### config.mk
export PLATFORM = sky130hd
export DESIGN_NAME = utf8_to_ascii_replacer
export DESIGN_NICKNAME = d
export VERILOG_FILES = /design/src/rtl/core/u2a_pkg.sv /design/src/rtl/core/u2a_dp.sv /design/src/rtl/core/u2a_ctrl.sv /design/src/rtl/core/utf8_to_ascii_replacer.sv
export SDC_FILE = /design/constraint.sdc
export NUM_CORES = 1
export LEC_CHECK = 0
export BUFFER_PORTS_ARGS = -buffer_cell sky130_fd_sc_hd__buf_2
export CORE_MARGIN = 10
export CORE_UTILIZATION = 50
export CTS_CLUSTER_SIZE = 30
export DETAILED_ROUTE_END_ITERATION = 12
export PLACE_DENSITY = 0.67
export SLEW_MARGIN = 20
export SYNTH_ARGS = -nofsm -noshare
export SYNTH_HDL_FRONTEND = slang
export SYNTH_HIERARCHICAL = 1
export SYNTH_SLANG_ARGS = --single-unit
### constraint.sdc
create_clock -name clk -period 15.19 [get_ports clk]
set_input_delay 3.038 -clock clk [delete_from_list [all_inputs] [get_ports clk]]
set_output_delay 3.038 -clock clk [all_outputs]
set_load 0.02 [all_outputs]
### src/rtl/core/u2a_pkg.sv
package u2a_pkg;

	localparam logic [6:0]  REPL_RESET = 7'd63;
	localparam logic [20:0] CP_MAX     = 21'h10FFFF;
	localparam logic [20:0] SURR_LO    = 21'h00D800;
	localparam logic [20:0] SURR_HI    = 21'h00DFFF;
	localparam logic [20:0] MIN_2B     = 21'h000080;
	localparam logic [20:0] MIN_3B     = 21'h000800;
	localparam logic [20:0] MIN_4B     = 21'h010000;

	// controller -> datapath
	typedef struct packed {
		logic load;  // take the input beat into the byte window
		logic step;  // apply one decode step to the window
		logic pop;   // move one queued result into the output register
	} u2a_cmd_t;

	// datapath -> controller
	typedef struct packed {
		logic       loop_done;  // window empty or rest must stay pending
		logic [2:0] ecnt;       // results queued for this beat
		logic       last_pop;   // next pop is the final queued result
		logic       out_free;   // output register can take a result
	} u2a_sts_t;

endpackage

### src/rtl/core/u2a_dp.sv
module u2a_dp
	import u2a_pkg::*;
(
	input  logic           clk,
	input  logic           arst_n,
	input  logic           cfg_we,
	input  logic [6:0]     cfg_wdata,
	input  logic [7:0]     in_byte,
	input  logic           in_eos,
	input  u2a_cmd_t       cmd,
	output u2a_sts_t       sts,
	input  logic           out_ready,
	output logic           out_valid,
	output logic [6:0]     out_byte,
	output logic           out_run_last,
	output logic           out_done
);

	logic [6:0] repl_q;
	logic [7:0] buf_q [4];
	logic [2:0] cnt_q;
	logic       eos_q;
	logic [6:0] emit_q [4];
	logic [2:0] ecnt_q;
	logic [1:0] rd_q;

	logic [2:0]  need;
	logic [3:0]  cont;
	logic        bad_cont;
	logic        fail;
	logic        stop;
	logic [2:0]  adv;
	logic [1:0]  nem;
	logic [6:0]  val;
	logic [20:0] cp;
	logic [20:0] minv;
	logic        pop_last;

	// lead byte class
	always_comb begin
		priority casez (buf_q[0])
			8'b0???????: need = 3'd1;
			8'b110?????: need = 3'd2;
			8'b1110????: need = 3'd3;
			8'b11110???: need = 3'd4;
			default:     need = 3'd0;
		endcase
	end

	always_comb begin
		for (int k = 0; k < 4; k++) begin
			cont[k] = (buf_q[k][7:6] == 2'b10);
		end
	end

	// a non-continuation inside the part of the sequence already seen
	always_comb begin
		bad_cont = 1'b0;
		for (int k = 1; k < 4; k++) begin
			if ((3'(k) < need) && (3'(k) < cnt_q) && !cont[k]) begin
				bad_cont = 1'b1;
			end
		end
	end

	always_comb begin
		unique case (need)
			3'd2: begin
				cp   = {10'd0, buf_q[0][4:0], buf_q[1][5:0]};
				minv = MIN_2B;
			end
			3'd3: begin
				cp   = {5'd0, buf_q[0][3:0], buf_q[1][5:0], buf_q[2][5:0]};
				minv = MIN_3B;
			end
			default: begin
				cp   = {buf_q[0][2:0], buf_q[1][5:0], buf_q[2][5:0], buf_q[3][5:0]};
				minv = MIN_4B;
			end
		endcase
	end

	// one decode step on the head of the window
	always_comb begin
		stop = 1'b0;
		fail = 1'b0;
		adv  = 3'd0;
		nem  = 2'd0;
		val  = repl_q;
		if (need == 3'd1) begin
			adv = 3'd1;
			nem = 2'd1;
			val = buf_q[0][6:0];
		end else begin
			fail = (need == 3'd0) || bad_cont;
			if (!fail && (cnt_q < need)) begin
				if (eos_q) begin
					fail = 1'b1;
				end else begin
					stop = 1'b1;
				end
			end
			if (!fail && !stop) begin
				if ((cp < minv) || (cp > CP_MAX) || ((cp >= SURR_LO) && (cp <= SURR_HI))) begin
					fail = 1'b1;
				end else begin
					adv = need;
					nem = (need == 3'd4) ? 2'd2 : 2'd1;
				end
			end
			if (fail) begin
				adv = 3'd1;
				nem = 2'd1;
			end
		end
	end

	assign pop_last      = ({1'b0, rd_q} == (ecnt_q - 3'd1));
	assign sts.loop_done = (cnt_q == 3'd0) || stop;
	assign sts.ecnt      = ecnt_q;
	assign sts.last_pop  = pop_last;
	assign sts.out_free  = !out_valid || out_ready;

	always_ff @(posedge clk or negedge arst_n) begin
		if (!arst_n) begin
			repl_q    <= REPL_RESET;
			cnt_q     <= 3'd0;
			ecnt_q    <= 3'd0;
			rd_q      <= 2'd0;
			out_valid <= 1'b0;
		end else begin
			if (cfg_we) begin
				repl_q <= cfg_wdata;
			end
			if (cmd.load) begin
				cnt_q  <= cnt_q + 3'd1;
				ecnt_q <= 3'd0;
				rd_q   <= 2'd0;
			end else if (cmd.step) begin
				cnt_q  <= cnt_q - adv;
				ecnt_q <= ecnt_q + {1'b0, nem};
			end
			if (cmd.pop) begin
				out_valid <= 1'b1;
				rd_q      <= rd_q + 2'd1;
			end else if (out_ready) begin
				out_valid <= 1'b0;
			end
		end
	end

	// window, result queue and output payload: no reset
	always_ff @(posedge clk) begin
		if (cmd.load) begin
			buf_q[cnt_q[1:0]] <= in_byte;
			eos_q             <= in_eos;
		end else if (cmd.step) begin
			for (int i = 0; i < 4; i++) begin
				if ((i + int'(adv)) < 4) begin
					buf_q[i] <= buf_q[2'(i + int'(adv))];
				end
			end
			if (nem != 2'd0) begin
				emit_q[ecnt_q[1:0]] <= val;
			end
			if (nem == 2'd2) begin
				emit_q[ecnt_q[1:0] + 2'd1] <= val;
			end
		end
		if (cmd.pop) begin
			out_byte     <= emit_q[rd_q];
			out_run_last <= pop_last;
			out_done     <= pop_last && eos_q;
		end
	end

endmodule

### src/rtl/core/u2a_ctrl.sv
module u2a_ctrl
	import u2a_pkg::*;
(
	input  logic     clk,
	input  logic     arst_n,
	input  logic     in_valid,
	output logic     in_ready,
	input  u2a_sts_t sts,
	output u2a_cmd_t cmd
);

	typedef enum logic [1:0] {
		ST_IDLE,
		ST_DECODE,
		ST_DRAIN
	} state_t;

	state_t state_q;

	assign in_ready = (state_q == ST_IDLE);

	always_comb begin
		cmd.load = (state_q == ST_IDLE) && in_valid;
		cmd.step = (state_q == ST_DECODE) && !sts.loop_done;
		cmd.pop  = (state_q == ST_DRAIN) && sts.out_free;
	end

	always_ff @(posedge clk or negedge arst_n) begin
		if (!arst_n) begin
			state_q <= ST_IDLE;
		end else begin
			unique case (state_q)
				ST_IDLE: begin
					if (in_valid) begin
						state_q <= ST_DECODE;
					end
				end
				ST_DECODE: begin
					if (sts.loop_done) begin
						state_q <= (sts.ecnt == 3'd0) ? ST_IDLE : ST_DRAIN;
					end
				end
				ST_DRAIN: begin
					if (sts.out_free && sts.last_pop) begin
						state_q <= ST_IDLE;
					end
				end
				default: state_q <= ST_IDLE;
			endcase
		end
	end

endmodule

### src/rtl/core/utf8_to_ascii_replacer.sv
// Flow: an input beat is taken only while the controller is idle; the controller then walks
//   the byte window one decode step per cycle and then drains the result queue one beat per
//   cycle into the output register while m_tready does not hold it off; no new input beat is
//   taken until the last result of the current beat has been popped.
// Reset: arst_n clears the controller, the window fill count and the output valid, and
//   sets the replacement character to '?'; held bytes and queued results are not cleared.
module utf8_to_ascii_replacer
	import u2a_pkg::*;
(
	input  logic       clk,
	input  logic       arst_n,
	// configuration: replacement character
	input  logic       cfg_we,
	input  logic [6:0] cfg_wdata,
	// input stream
	input  logic       s_tvalid,
	output logic       s_tready,
	input  logic [7:0] s_tdata,   // [7:0] in_byte
	input  logic       s_tlast,   // end_of_string
	// output stream
	output logic       m_tvalid,
	input  logic       m_tready,
	output logic [7:0] m_tdata,   // [6:0] ascii_byte, [7] zero
	output logic       m_tuser,   // run_last: final result of this input beat
	output logic       m_tlast    // string_done: final result of the string
);

	u2a_cmd_t   cmd;
	u2a_sts_t   sts;
	logic [6:0] out_byte;

	// controller: accept, walk the decode loop, drain the results
	u2a_ctrl u_ctrl (
		.clk      (clk),
		.arst_n   (arst_n),
		.in_valid (s_tvalid),
		.in_ready (s_tready),
		.sts      (sts),
		.cmd      (cmd)
	);

	// datapath: byte window, decoder, result queue, output register
	u2a_dp u_dp (
		.clk          (clk),
		.arst_n       (arst_n),
		.cfg_we       (cfg_we),
		.cfg_wdata    (cfg_wdata),
		.in_byte      (s_tdata),
		.in_eos       (s_tlast),
		.cmd          (cmd),
		.sts          (sts),
		.out_ready    (m_tready),
		.out_valid    (m_tvalid),
		.out_byte     (out_byte),
		.out_run_last (m_tuser),
		.out_done     (m_tlast)
	);

	assign m_tdata = {1'b0, out_byte};

endmodule
==> metrics.txt, run 1 <==
CP endpoint kind=flip-flop; gr busiest metal=met2; mux cell area share after synthesis=13.5%; Post-CTS Resized=0; Buffers on Ports=31; Synth Register Bits=88; vias in the first global route=4204; Finished Core Util=55.0%; chip height=127 um; fraction of layout cells with a size suffix above 1=21.3%; worst slew pin tran=0.997 ns; 1st-iter DRT viols=595; commonest non-fill, non-tap cell in the layout=edfxtp_1; sequential cell area=0.00256 mm2; worst-path fanout max=29; commonest cells after routing, fill and taps aside=70 x edfxtp_1, 49 x nor2_1, 48 x nand2_1; Die Span X=127 um; FF-to-FF setup slack=9.00 ns; Cell Rows=39; largest net degree at the start of global routing=37; sequential fraction of the synthesis area=44.6%; clk root buf=clkbuf_16; grt total ovfl=0; Syn Area/Cell=10.7 um2; Cell variety after synth=76; CP Data Required Time=15.29 ns; Slowest-stage cell, CP=ha_1; XOR/XNOR Fraction of Synth Area=1.70%; post-DP HPWL=10900 um; Final Instance Area=0.00622 mm2; worst skew pair latency=0.35 ns; crit path time final=6.19 ns; dominant synthesized flop cell=edfxtp_1; post-CTS setup buffer count=0; Slew Viols, Final=0; Slew headroom=33.5%; Final setup viols=0; Synth Warn #=6; area delta synth->final=8.34%; Fillers=990; WL/cell=21.6 um; Worst Skew=0.0115 ns; Routed WL=15000 um; vias=4505; Post-Syn Nets=578; GRT met3 Usage=3.06%; fmax=162 MHz; crit path DAT=6.29 ns; CTS tree=yes; deepest clock path buffer count=2; first-pass GRT wire length=23600 um; core area=0.0113 mm2; drt pass-1 iters=7; Setup Crit Path Kind=reg2reg; antenna violations before repair=0; fin crit share=40.8%; clock slew at reported path FFs=0.07 ns; area of the multi-input gates=0.00293 mm2; crit-path max cell delay=0.64 ns; met2 Track Usage GR=27.9%; status=finished clean; vias per cell=6.47; number of remaining DRC errors=0; H-tree depth reported by CTS=3; RSZ-0062 raised after global routing=false; adder-cell share of the synthesized area=4.18%; Inserted Clock Buffers=9; clock sinks=88; Synth Area in Simple Gates=15.3%; Antenna Cells=0; type of the most critical hold path=reg2reg; post-synth design cell area=0.00574 mm2; post-route ant nets=0; CP cell instances=nand2_1, or3_1, ha_1, nand3_1, a31oi_1, a211oi_1, nor3b_2, a21oi_2, nor2_4, ha_1, buf_4, inv_1, or3_1, o32a_1, or3b_1, o21ai_0, a211o_1; Post-Synthesis Cells=539; Critical Path Source Type=flip-flop; Total GRT Usage=18.2%; Ports=33; nets=587; placer's final routability congestion estimate=0.915; EDFF count, synth=70; Die ar.=0.0162 mm2; initial core utilization=50.7%; Setup TNS Final=0 ns; Max Cap Viol=0; placed cell area=0.00592 mm2; CTS hold repair buffers=0; met1 usage in global routing=25.6%; Synth Area in Compound Gates=16.2%; largest family of logic cells by synthesized area=compound AO/OA/AOI/OAI gates; final hold vios=0; ys async rst share=20.5%
## cells in the mapped netlist (4+ instances only)
library cell	n	area share (%)
nor2b_1	8	0.87
buf_2	4	0.35
buf_4	8	1.0
xnor2_1	6	0.92
dfstp_2	6	2.7
nand2_1	48	3.1
a221oi_1	5	0.76
and3_1	5	0.54
o21ai_0	34	3.0
nor3_1	5	0.44
a31oi_1	10	1.1
a22oi_1	4	0.52
o32a_1	5	0.87
clkbuf_1	20	1.3
o221ai_1	7	1.1
a211oi_1	12	1.6
mux4_2	7	2.7
ha_1	16	3.5
nand2b_1	9	0.98
a21oi_1	14	1.2
dfrtp_1	12	5.2
edfxtp_1	70	37
a211o_1	6	0.92
inv_1	13	0.85
mux2_2	34	6.7
inv_2	4	0.26
nand3_1	10	0.87
nor4_1	4	0.44
mux2i_1	22	3.8
nor2_1	49	3.2
o21ai_1	6	0.52
and3b_1	4	0.61
or3_1	10	1.1
## worst max-delay path, delay by kind of cell, from the launching register on
kind | cells | cell delay [ns]
AND/OR/NAND/NOR | 7 | 2.54
adder cells (fa/ha/maj) | 2 | 0.95
AO/OA/AOI/OAI | 6 | 1.21
buffers and inverters | 2 | 0.66
flip-flops | 1 | 0.59
## flip-flops by register name, summed over array words and instances, names as in the netlist
name               cells
u_dp/buf_q            32
u_ctrl/state_q         2
u_dp/out_valid         1
u_dp/emit_q           28
u_dp/out_run_last      1
u_dp/ecnt_q            3
u_dp/rd_q              2
u_dp/out_byte          7
u_dp/cnt_q             3
u_dp/repl_q            7
u_dp/out_done          1
u_dp/eos_q             1
## metal layers
layer / vias up / share of wire, %
li1: 2052 / -
met1: 2195 / 45
met2: 234 / 47
met3: 24 / 7.4
met4: 0 / 1.4
met5: - / 0
## metrics by stage
stage	hold WS, ns	cells	setup WS [ns]
finish	0.517	696	9.00
global route	0.542	696	8.49
CTS	0.523	696	9.13
detailed placement	0.508	680	9.15
global placement	0.495	680	9.19
floorplan	0.475	539	9.77
## kinds of logic (layout without fill, tap and decap cells)
| family | after synthesis | count (layout) |
|---|---|---|
| XOR/XNOR | 9 | 9 |
| flip-flops | 88 | 88 |
| buffers and inverters | 55 | 69 |
| other | 1 | 1 |
| multiplexers | 64 | 64 |
| AND/OR/NAND/NOR | 172 | 172 |
| AO/OA/AOI/OAI | 132 | 132 |
| adder cells (fa/ha/maj) | 18 | 18 |
## worst paths after layout
path	endpoint	cells after the start	from
setup / recovery	u_dp/buf_q[1][5]$_DFFE_PP_	17	u_dp/buf_q[0][6]$_DFFE_PP_
hold / removal	u_dp/repl_q[6]$_DFFE_PN0P_	1	u_dp/repl_q[6]$_DFFE_PN0P_
setup reg to reg	u_dp/buf_q[1][5]$_DFFE_PP_	17	u_dp/buf_q[0][6]$_DFFE_PP_
hold reg to reg	u_dp/repl_q[6]$_DFFE_PN0P_	1	u_dp/repl_q[6]$_DFFE_PN0P_
max in group asynchronous	u_dp/repl_q[4]$_DFFE_PN1P_	1	arst_n
min in group asynchronous	u_dp/out_valid$_DFFE_PN0P_	1	arst_n
## final cells by class
class / instances / area share (%)
Tap cell: 143 / 2.88
Inverter: 18 / 1.09
Multi-Input combinational cell: 396 / 47.1
Timing Repair Buffer: 35 / 2.98
Clock inverter: 7 / 1.23
Clock buffer: 9 / 3.62
Sequential cell: 88 / 41.1
Power of run 1 is left out: the tool's default activity adds up to more than one toggle a clock period on the data nets, which glitch-free logic cannot reach.
==> inputs of run 2 (changes only) <==
- PLACE_DENSITY: 0.67 -> 0.7
- clock period: 15.19 -> 5.1 ns (I/O delays scaled with it)
==> run 2 against run 1 <==
Net effect:
- register-to-register slack worse by 8.6 ns
- hold slack gained 0.020 ns
- die area stayed put
- clock skew down 0.0061 ns
- critical path depth down 1
- count of clock-buffer cells in the layout rose by 2
- fmax is 31% higher
==> metrics.txt, run 2 (synthesized netlist as in run 1, its figures left out) <==
Slew headroom=48.6% (was 33.5%); CP Data Required Time=5.21 ns (was 15.29 ns); status=finished clean (unchanged); drt pass-1 iters=6 (was 7); grt total ovfl=0 (unchanged); worst skew pair latency=0.35 ns (about the same); number of remaining DRC errors=0 (unchanged); post-DP HPWL=10800 um (was 10900 um); Die ar.=0.0162 mm2 (unchanged); vias per cell=6.42 (was 6.47); Inserted Clock Buffers=9 (unchanged); WL/cell=21.0 um (was 21.6 um); first-pass GRT wire length=24300 um (was 23600 um); Cell Rows=39 (unchanged); clock slew at reported path FFs=0.07 ns (about the same); worst-path fanout max=36 (was 29); area delta synth->final=10.3% (was 8.34%); initial core utilization=50.7% (unchanged); largest net degree at the start of global routing=37 (unchanged); vias=4570 (was 4505); H-tree depth reported by CTS=3 (unchanged); final hold vios=0 (unchanged); fmax=212 MHz (was 162 MHz); RSZ-0062 raised after global routing=false (unchanged); commonest cells after routing, fill and taps aside=70 x edfxtp_1, 49 x nor2_1, 48 x nand2_1 (unchanged); type of the most critical hold path=reg2reg (unchanged); core area=0.0113 mm2 (unchanged); Setup Crit Path Kind=reg2reg (unchanged); chip height=127 um (unchanged); fin crit share=92.4% (was 40.8%); Max Cap Viol=0 (unchanged); CP endpoint kind=flip-flop (unchanged); Final setup viols=0 (unchanged); CTS tree=yes (unchanged); Final Instance Area=0.00633 mm2 (was 0.00622 mm2); 1st-iter DRT viols=401 (was 595); vias in the first global route=4548 (was 4204); Slew Viols, Final=0 (unchanged); crit path DAT=4.82 ns (was 6.29 ns); fraction of layout cells with a size suffix above 1=23.4% (was 21.3%); commonest non-fill, non-tap cell in the layout=edfxtp_1 (unchanged); Critical Path Source Type=flip-flop (unchanged); crit path time final=4.71 ns (was 6.19 ns); Top reg by flops=u_dp/buf_q (unchanged); placer's final routability congestion estimate=0.913 (was 0.915); antenna violations before repair=0 (unchanged); clk root buf=clkbuf_16 (unchanged); Worst Skew=0.00537 ns (was 0.0115 ns); placed cell area=0.00603 mm2 (was 0.00592 mm2); Buffers on Ports=31 (unchanged); Ports=33 (unchanged); Die Span X=127 um (unchanged); max FFs per register=32 (unchanged); worst slew pin tran=0.770 ns (was 0.997 ns); Antenna Cells=0 (unchanged); nets=603 (was 587); deepest clock path buffer count=2 (unchanged); clock sinks=88 (unchanged); post-route ant nets=0 (unchanged); Routed WL=15000 um (about the same); Setup TNS Final=0 ns (unchanged); Total GRT Usage=18.6% (was 18.2%)
-- run 2: changes by cell type in the layout (fill, tap and decap cells not counted), moves of 2 or more --
| cell | previous run | this run |
|---|---|---|
| buf_4 | 4 | 19 |
| clkbuf_1 | 0 | 2 |
| clkinvlp_4 | 0 | 2 |
| inv_8 | 3 | 0 |
| o21ai_0 | 32 | 34 |
| o21ai_1 | 8 | 6 |
-- run 2: timing repair --
item                                    4_1_cts  5_1_grt
resized for setup                             0        2
endpoints found under the hold margin         0        0
setup buffers                                 0        2
hold buffers                                  0        0
endpoints found under the setup margin        0       10
-- run 2: area by class of cell --
cell class / instances / area [um2]
repair buffers: 51 / 309
flip-flops and latches: 88 / 2560
clock buffers: 11 / 233
inverters: 18 / 67.6
well taps: 143 / 179
multi-input cells: 396 / 2940
fillers: 981 / 4990
clock inverters: 5 / 41.3
-- run 2: critical path, stage by stage, from the launching register on --
cell and delay [ns]:
edfxtp_1 0.36, nand2_1 0.19, or3_1 0.44, ha_1 0.33
nand3_1 0.08, a31oi_1 0.19, a211oi_2 0.09, a2111oi_4 0.48
nand3_2 0.26, ha_1 0.38, buf_6 0.27, inv_1 0.24
or3_1 0.35, o32a_1 0.17, or3b_1 0.22, o21ai_0 0.11
a211o_1 0.29
-- run 2: path summary, 6_finish.rpt --
path	start	endpoint	slack, ns	cells after the start
worst min register to register	u_dp/out_valid$_DFFE_PN0P_	u_dp/out_valid$_DFFE_PN0P_	0.54	2
worst max register to register	u_dp/buf_q[0][7]$_DFFE_PP_	u_dp/buf_q[1][5]$_DFFE_PP_	0.39	16
min in group asynchronous	arst_n	u_ctrl/state_q[0]$_DFFE_PN0P_	0.61	1
max in group asynchronous	arst_n	u_dp/repl_q[0]$_DFFE_PN1P_	4.14	1
worst min-delay path	u_dp/out_valid$_DFFE_PN0P_	u_dp/out_valid$_DFFE_PN0P_	0.54	2
worst max-delay path	u_dp/buf_q[0][7]$_DFFE_PP_	u_dp/buf_q[1][5]$_DFFE_PP_	0.39	16
-- run 2: routing by layer --
layer  wire [um]  vias to the layer above  GRT usage (%)
met5           0                        -              0
met4         357                        0           8.77
met3         930                       32           3.23
met2        7330                      197           30.2
met1        6350                     2256           23.7
li1            -                     2085              -
-- run 2: metrics by stage --
step / worst slack, ns / hold WS [ns] / util (%) / instances
detailed placement: 0.172 / 0.525 / 53.3 / 694
global placement: 0.358 / 0.509 / 53.3 / 694
finish: 0.389 / 0.538 / 55.9 / 712
global route: 0.0414 / 0.584 / 55.9 / 712
CTS: 0.155 / 0.542 / 55.7 / 710
floorplan: 0.0104 / 0.475 / - / 539
Power of run 2 is left out for the same reason.
